`src/rtl/core/meal_pkg.sv`:
```
// ----------------------------------------------------------------------------
// meal_pkg
// Shared constants and controller/datapath interface types of the marked
// element array with an intrusive doubly linked list.
// ----------------------------------------------------------------------------
package meal_pkg;

    localparam int ENTRIES = 256;
    localparam int ADDR_W  = $clog2(ENTRIES);
    localparam int IDX_W   = 9;
    localparam int VAL_W   = 32;

    // Link value that names the sentinel slot (list head/tail anchor)
    localparam logic [IDX_W-1:0] SENTINEL  = IDX_W'(ENTRIES);
    localparam logic [IDX_W-1:0] LEN_RESET = 9'd256;

    localparam logic OP_READ  = 1'b0;
    localparam logic OP_WRITE = 1'b1;

    // Commands from the controller to the datapath
    typedef struct packed {
        logic capture;  // take the input word and fetch the element
        logic update;   // store value, start append or do unlink
        logic link;     // finish append at the list tail
        logic load;     // load the output register
    } cmd_t;

    // Status from the datapath to the controller
    typedef struct packed {
        logic append;   // current write appends a new element to the list
        logic out_free; // output register can take a word this cycle
    } status_t;

endpackage

```
`src/rtl/core/meal_ctrl.sv`:
```
// ----------------------------------------------------------------------------
// meal_ctrl
// Controller: sequences capture, update, tail link and output load per word.
// ----------------------------------------------------------------------------
module meal_ctrl (
    input  logic              clk,
    input  logic              rst_n,
    input  logic              in_valid,
    output logic              in_stall,
    input  meal_pkg::status_t status,
    output meal_pkg::cmd_t    cmd
);

    typedef enum logic [3:0] {
        ST_IDLE   = 4'b0001,
        ST_UPDATE = 4'b0010,
        ST_LINK   = 4'b0100,
        ST_DONE   = 4'b1000
    } state_t;

    state_t state_reg, state_next;

    always_comb
    begin
        state_next  = state_reg;
        cmd         = '0;
        in_stall    = 1'b1;
        case (state_reg)
            ST_IDLE:
            begin
                in_stall = 1'b0;
                if (in_valid)
                begin
                    cmd.capture = 1'b1;
                    state_next  = ST_UPDATE;
                end
            end
            ST_UPDATE:
            begin
                cmd.update = 1'b1;
                state_next = status.append ? ST_LINK : ST_DONE;
            end
            ST_LINK:
            begin
                cmd.link   = 1'b1;
                state_next = ST_DONE;
            end
            ST_DONE:
            begin
                // hold until the output register frees up
                if (status.out_free)
                begin
                    cmd.load   = 1'b1;
                    state_next = ST_IDLE;
                end
            end
            default:
            begin
                state_next = ST_IDLE;
            end
        endcase
    end

    always_ff @(posedge clk or negedge rst_n)
    begin
        if (!rst_n)
        begin
            state_reg <= ST_IDLE;
        end
        else
        begin
            state_reg <= state_next;
        end
    end

endmodule

```
`config.mk`:
```
export PLATFORM = sky130hd
export DESIGN_NAME = meal_ctrl
export DESIGN_NICKNAME = d
export VERILOG_FILES = /design/src/rtl/core/meal_pkg.sv /design/src/rtl/core/meal_ctrl.sv
export SDC_FILE = /design/constraint.sdc
export NUM_CORES = 1
export LEC_CHECK = 0
export ABC_AREA = 1
export BUFFER_PORTS_ARGS = -buffer_cell sky130_fd_sc_hd__buf_4
export CORE_AREA = 2 2 39 41
export DETAILED_ROUTE_END_ITERATION = 7
export DIE_AREA = 0 0 41 43
export GPL_TIMING_DRIVEN = 0
export PLACE_DENSITY_LB_ADDON = 0.08
export SLEW_MARGIN = 15
export SYNTH_ARGS = -nofsm -noshare
export SYNTH_HDL_FRONTEND = slang
export SYNTH_SLANG_ARGS = --single-unit
```
`constraint.sdc`:
```
create_clock -name clk -period 1.1 [get_ports clk]
set_clock_uncertainty 0.15 [all_clocks]
set_input_delay 0.22 -clock clk [delete_from_list [all_inputs] [get_ports clk]]
set_output_delay 0.22 -clock clk [all_outputs]
set_load 0.01 [all_outputs]
```
# Word level (Yosys, flattened, before mapping)
# Index checks and enable logic that the tools add are counted.
dict set report totals {
  reg_bits 4
  input_bits 5
  output_inout_bits 5
  elab_cells 19
}
dict set report classes {
  eq_ne 6
  mux 11
  n_reduce_logical 1
}
# operator n
set ops {}
lappend ops {{4-bit case mux with 4 select lines} 1}
lappend ops {{4-bit two-way mux} 3}
lappend ops {{1-bit two-way mux} 7}
lappend ops {{4-bit by 1-bit == test with 1-bit output, second input constant} 1}
lappend ops {{4-bit by 2-bit == test with 1-bit output, second input constant} 1}
lappend ops {{4-bit by 3-bit == test with 1-bit output, second input constant} 1}
lappend ops {{4-bit == test, second input constant} 1}
lappend ops {{2-bit inequality test, second input constant} 2}
lappend ops {{2-bit AND reduction} 1}

# Logic depth before layout (Yosys ltp)
# Gate-level depths: netlist of run 1.
dict set report logic_depth {
  ltp_word 3
  depth_mapped 5
  ltp_nobuf 5
}

# Worst setup path before layout of run 1
# Ideal clock, no wire load.
dict set report synth_timing {
  kind {reg2out}
  startpoint {register state_reg[0]}
  endpoint {output port cmd[3] (netlist name)}
  arrival_ns 0.972
  t_required_ns 0.730
  setup_slack_ns -0.242
  path_stages_with_launch 5
  n_path_buf 0
  path_cell_list {dfstp_2 -> inv_1 -> nor2_1 -> nand2_2 -> nor2_1}
}
# element line
set synth_rtl {}
lappend synth_rtl {{start: declaration} meal_ctrl.sv:21} ;# state_t state_reg, state_next;
lappend synth_rtl {{start signal: assignment} meal_ctrl.sv:72} ;# state_reg <= state_next;
lappend synth_rtl {{end: declaration} meal_ctrl.sv:11} ;# output meal_pkg::cmd_t cmd

==> results.py, run 1 <==
metrics = {
    "run_status": {
        "status": "complete, but fails checks",
        "violations": "negative setup slack",
    },
    "job": {
        "drv_cap": 0,
    },
    "timing": {
        "fin_crit_sh": 1.40,
        "hold_viol": 0,
        "hold_ws_ps": 82.0,
        "timing.fmax_mhz": 649,
        "setup_viol": 8,
        "rsz0062_at_grt": "yes",
        "slew_headroom": 0.868,
        "timing.final.ws_setup_ps": -441,
        "setup-tns-final_ps": -2530,
        "min_period_ps": 1540,
        "report.final.slew_viol_count": 0,
        "tightest_slew_ps": 197,
    },
    "final_layout": {
        "areaGrowthSynthToFinish_pct": 99.4,
        "antennaDiodeCount": 0,
        "largest_reg_flops": 4,
        "final_cell_mix": "buf_4 (11), inv_1 (5), nor2_4 (4)",
        "final_cells": 63,
        "layout-drive-gt1-share": 0.702,
        "layout_commonest_cell": "buf_4",
        "utilization": 0.316,
        "final_net_count": 53,
    },
    "global_routing": {
        "antenna_found_initial": 0,
        "grt_max_degree": 5,
        "grt_usage": 0.0737,
        "grt_pass1_vias": 213,
        "overflow": 0,
        "grt_pass1_wl_um": 786,
    },
    "clock_tree": {
        "numCtsBuffers": 3,
        "root_buffer": "clkbuf_4",
        "cts_tree": "yes",
        "clk_pin_slew_ps": 40,
        "cts_buffer_depth": 2,
        "cts_htree_levels": 1,
        "cts_sinks": 4,
        "clkLatencyLatePin_ps": 230,
    },
    "critical_path": {
        "worstSetupEndpointType": "primary output",
        "cpMostUsedCell": "nor2_4",
        "cp-start-kind": "register",
        "max_stage_delay_ps": 540,
        "cp-startpoint": "state_reg[0]$_DFFE_PN1P_",
        "worstPathArrival_ps": 1170,
        "slowest_stage": "dfstp_2",
        "cp.required_ps": 730,
        "path_cells": "inv_2 -> nor2_4 -> nand2_4 -> nor2_4 -> buf_6",
        "path_buf_inv": 2,
        "r2r-start": "state_reg[0]$_DFFE_PN1P_",
        "worst-path-max-fanout": 3,
        "crit_family": "flip-flops",
        "critical_path_class": "reg -> out",
    },
    "yosys": {
        "syn-cell-area_um2": 219,
        "synth_nets": 34,
        "ys_ff_latch": 4,
        "synth_fa_ha_area_frac": 0,
        "synth_xor_xnor_area_share": 0,
        "synth-compound-area-share": 0.0229,
        "synth-simple-area-share": 0.389,
        "synth_top_family_by_area": "simple AND/OR/NAND/NOR gates",
        "synthMuxAreaShare": 0,
        "yosysUniqueCellTypes": 12,
        "seq_area_frac_synth": 0.463,
        "synth.avg_cell_area_um2": 7.55,
        "synth_cells": 29,
        "yosysWarnings": 0,
    },
    "placed_design": {
        "dpl.cell_count": 54,
        "place_ws_ps": -239,
        "port-buffer-count": 9,
        "globalplace.congestion": 0.627,
    },
    "die": {
        "std_cell_rows": 14,
        "initial_core_util": 0.158,
        "die_h_um": 43,
        "die_w_um": 41,
        "die_area_um2": 1760,
        "core-area_um2": 1380,
        "ios": 10,
    },
    "routing": {
        "wl_met3_um": 39,
        "highest_layer": "met3",
        "routedWlPerCell_um": 8.68,
        "dr_total_vias": 237,
        "wirelength_um": 547,
        "vias_per_cell": 3.76,
        "firstDrtPassIters": 1,
        "dr_wl_met2_um": 285,
        "wl_met1_um": 222,
        "drc": 0,
        "drtIter0Drc": 0,
        "detail-route-antenna-nets": 0,
    },
    "power_and_ir_drop": {
        "p_leak_nw": 0.225,
        "p_per_area_nw_per_um2": 2500,
        "ir_worst_vdd_mv": 1.01,
    },
    "hold_path": {
        "hp-start": "status[1]",
        "hp-class": "in -> reg",
    },
}
cell usage after synthesis:
cell      count  area (µm²)
nor2_1        8        30.0
inv_1         6        22.5
dfrtp_1       3        75.1
nand3_1       3        15.0
nand2_2       2        12.5
a21oi_1       1        5.00
clkinv_2      1        5.00
dfstp_2       1        26.3
nand2_1       1        3.75
nand3_2       1        10.0
nand3b_1      1        7.51
nor2_2        1        6.26
metrics by stage:
stage	area (µm²)	power (W)
CTS	404	0.000954
global route	437	0.00117
finish	437	0.00109
floorplan	236	0.000493
global placement	324	0.000625
detailed placement	324	0.000631
final cells by class:
class                           count  area, µm²
Fill cell                         151        947
Sequential cell                     4        101
Tap cell                           16       20.0
Inverter                            7       27.5
Clock buffer                        4       26.3
Multi-Input combinational cell     18        146
Timing Repair Buffer               14        115
timing repair:
item,CTS,global route
buffers inserted,2,2
hold endpoints to repair,4,0
hold buffers,1,0
pin swaps,1,1
setup endpoints to repair,8,8
gates cloned,0,0
resized for setup,8,4
power by group:
part           total, W  switching (W)  internal (W)
Clock          0.000195      0.0000592      0.000136
Sequential     0.000263      0.0000543      0.000209
Combinational  0.000634       0.000309      0.000325
tightest hold or removal path, stage by stage:
cell and delay, ps:
buf_4 70, inv_1 40, nor2_1 90
routing by layer:
metal  track usage  vias to the layer above
li1              -                      122
met2        0.0875                        8
met4         0.100                        0
met3        0.0157                        0
met5             0                        -
met1        0.0882                      107
final timing paths:
| check | to | depth (start not counted) | slack, ps |
|---|---|---|---|
| max in group asynchronous | state_reg[0]$_DFFE_PN1P_ | 2 | 440 |
| min in group asynchronous | state_reg[2]$_DFFE_PN0P_ | 2 | 170 |
| setup / recovery | cmd[3] | 5 | -440 |
| hold reg to reg | state_reg[0]$_DFFE_PN1P_ | 3 | 450 |
| setup reg to reg | state_reg[0]$_DFFE_PN1P_ | 7 | -250 |
| hold / removal | state_reg[2]$_DFFE_PN0P_ | 3 | 80 |
logic make-up (layout without fill, tap and decap cells):
| group | count (synthesis) | after routing |
|---|---|---|
| AND/OR/NAND/NOR | 17 | 17 |
| buffers and inverters | 7 | 25 |
| flip-flops | 4 | 4 |
| AO/OA/AOI/OAI | 1 | 1 |
Power figures use the tool's default switching activity.
==> run 2, diff against run 1 <==
--- a/config.mk
+++ b/config.mk
@@ -5,13 +5,13 @@
 export SDC_FILE = /design/constraint.sdc
 export NUM_CORES = 1
 export LEC_CHECK = 0
-export ABC_AREA = 1
 export BUFFER_PORTS_ARGS = -buffer_cell sky130_fd_sc_hd__buf_4
 export CORE_AREA = 2 2 39 41
 export DETAILED_ROUTE_END_ITERATION = 7
 export DIE_AREA = 0 0 41 43
 export GPL_TIMING_DRIVEN = 0
 export PLACE_DENSITY_LB_ADDON = 0.08
+export SETUP_SLACK_MARGIN = 0.5
 export SLEW_MARGIN = 15
 export SYNTH_ARGS = -nofsm -noshare
 export SYNTH_HDL_FRONTEND = slang
==> run 2 against run 1 <==
Compared with the run above:
- the run ends with negative hold slack, negative setup slack left
- worst hold slack worse by 460 ps
- final area down 3.7%
- register-to-register slack better by 40 ps
- sequential power up 13%
- critical path type unchanged
==> results.py, run 2 <==
metrics = {
    "power_and_ir_drop": {
        "p_leak_nw": 0.180,
        "p_per_area_nw_per_um2": 2140,
        "internal-power_w": 0.000598,
        "power_frac_comb": 0.449,
        "clkPwrFrac": 0.222,
        "switching_share": 0.335,
        "p_sw_w": 0.000302,
        "ir_worst_vdd_mv": 0.392,
        "p_seq_frac": 0.329,
    },
    "final_layout": {
        "largest_reg_flops": 4,
        "final_net_count": 47,
        "utilization": 0.304,
        "layout_commonest_cell": "buf_4",
        "areaGrowthSynthToFinish_pct": 89.8,
        "antennaDiodeCount": 0,
        "final_cell_mix": "buf_4 (13), clkbuf_4 (3), dfrtp_2 (3)",
        "layout-drive-gt1-share": 0.634,
        "finalInstanceArea_um2": 420,
    },
    "yosys": {
        "yosys.area.top_type": "dfrtp_1",
        "yosys-top-cells-count": "dfrtp_1 (3), nor2_1 (3), and4b_1 (2), nand2b_1 (2), nand3b_1 (2)",
        "synth_area_leaders": "dfrtp_1 (34%), dfstp_2 (12%), and4b_1 (9.0%), nand3b_1 (6.8%), nor4b_2 (6.8%)",
        "yosysUniqueCellTypes": 15,
        "synth_nets": 27,
        "synth.avg_cell_area_um2": 10.1,
        "seq_area_frac_synth": 0.458,
        "syn-cell-area_um2": 221,
        "synth_cells": 22,
        "yosysWarnings": 0,
        "synth_edf_count": 0,
        "synth_ff_type": "dfrtp_1",
        "ys_ff_latch": 4,
        "yosys.area.top_type_share": 0.339,
        "synth_async_sr_flop_share": 1.00,
    },
    "critical_path": {
        "cp-start-kind": "register",
        "max_stage_delay_ps": 590,
        "path_buf_inv": 1,
        "cp-startpoint": "state_reg[0]$_DFFE_PN1P_",
        "worst-path-max-fanout": 6,
        "path_cells": "and4b_1 -> buf_4",
        "critical_path_class": "reg -> out",
        "worstSetupEndpointType": "primary output",
        "crit_family": "flip-flops",
        "cp.required_ps": 730,
        "reg2reg_depth": 3,
        "r2r-start": "state_reg[2]$_DFFE_PN0P_",
        "cp.depth": 2,
        "worstPathArrival_ps": 1200,
        "slowest_stage": "dfstp_2",
    },
    "routing": {
        "routedWlPerCell_um": 11.2,
        "drtIter0Drc": 6,
        "drc": 0,
        "vias_per_cell": 4.16,
        "firstDrtPassIters": 2,
        "dr_total_vias": 237,
        "wirelength_um": 639,
        "detail-route-antenna-nets": 0,
    },
    "hold_path": {
        "hp-class": "in -> async",
    },
    "clock_tree": {
        "root_buffer": "clkbuf_4",
        "clkLatencyLatePin_ps": 240,
        "cts_htree_levels": 1,
        "cts_buffer_depth": 2,
        "cts_sinks": 4,
        "cts_tree": "yes",
        "clk_pin_slew_ps": 40,
        "numCtsBuffers": 3,
    },
    "global_routing": {
        "overflow": 0,
        "grt_usage": 0.0824,
        "grt_max_degree": 10,
        "grt_pass1_vias": 232,
        "grt_pass1_wl_um": 903,
        "antenna_found_initial": 0,
    },
    "timing": {
        "timing.fmax_mhz": 636,
        "hold_ws_ps": -382,
        "tightest_slew_ps": 276,
        "report.final.slew_viol_count": 0,
        "fin_crit_sh": 1.43,
        "min_period_ps": 1570,
        "setup_viol": 9,
        "slew_headroom": 0.815,
        "hold_viol": 4,
        "timing.final.ws_setup_ps": -472,
        "rsz0062_at_grt": "yes",
    },
    "die": {
        "die_h_um": 43,
        "initial_core_util": 0.160,
        "die_area_um2": 1760,
        "std_cell_rows": 14,
        "ios": 10,
        "core-area_um2": 1380,
        "die_w_um": 41,
    },
    "placed_design": {
        "globalplace.congestion": 0.716,
        "postPlaceCellArea_um2": 309,
        "port-buffer-count": 9,
        "dp_hpwl_um": 399,
    },
    "job": {
        "drv_cap": 0,
    },
    "run_status": {
        "status": "complete, but fails checks",
        "violations": "negative hold slack, negative setup slack",
    },
}
## run 2: cell count changes after synthesis, sizes merged, moves of 2 or more
cell / previous run / this run
nand2: 3 / 1
inv: 6 / 0
nor2: 9 / 3
nand2b: 0 / 2
and4b: 0 / 2
nand3: 4 / 0
## run 2: cell families after synthesis
| kind of cell | Yosys count | share of synthesized area |
|---|---|---|
| DFF | 4 | 0.458 |
| and+or+nand+nor | 15 | 0.458 |
| AOI/OAI and AO/OA | 3 | 0.0848 |
## run 2: layout make-up
cell class                      instances  area [µm²]
Fill cell                             141         963
Multi-Input combinational cell         18         149
Timing Repair Buffer                   15         120
Sequential cell                         4         105
Clock buffer                            4        26.3
Tap cell                               16        20.0
## run 2: worst reg2reg max path, stage by stage, from the launching register on
cell,delay (ps)
dfrtp_2,450
nand2b_1,180
or3_1,310
a31oi_1,140
## run 2: metrics by stage
step                      power (W)  worst slack [ps]  hold slack, ps  TNS (ps)  std cells
after floorplan            0.000402             -99.3            -226      -513         22
after global placement     0.000537              -293            -133     -1410         47
after detailed placement   0.000529              -264            -133     -1250         47
after CTS                  0.000857              -479            -390     -2650         55
after global routing       0.000965              -510            -394     -3180         57
final                      0.000900              -472            -382     -2710         57
## run 2: worst paths after layout
| check | end | slack, ps |
|---|---|---|
| max reg2reg | state_reg[3]$_DFFE_PN0P_ | -210 |
| max | cmd[3] | -470 |
| min | state_reg[2]$_DFFE_PN0P_ | -380 |
| min in group clk | state_reg[2]$_DFFE_PN0P_ | 60 |
| min reg2reg | state_reg[3]$_DFFE_PN0P_ | 440 |
| max in group asynchronous | state_reg[0]$_DFFE_PN1P_ | 990 |
## run 2: repair_timing
item,4_1_cts,5_1_grt
resized for setup,9,2
setup endpoints to repair,9,9
setup buffers,4,2
endpoints found under the hold margin,4,4
pin swaps,3,3
## run 2: metal layers
metal / wire length [µm] / track usage / vias up
li1: - / - / 120
met1: 261 / 0.0968 / 112
met2: 346 / 0.106 / 5
met3: 31 / 0.0157 / 0
met4: 0 / 0.100 / 0
met5: 0 / 0 / -
## run 2: power by group through the flow
stage               Combinational (W)  Sequential, W  Clock [W]
floorplan                    0.000150       0.000252          0
global placement             0.000258       0.000280          0
detailed placement           0.000254       0.000275          0
CTS                          0.000358       0.000288   0.000211
global route                 0.000433       0.000306   0.000226
finish                       0.000404       0.000296   0.000200
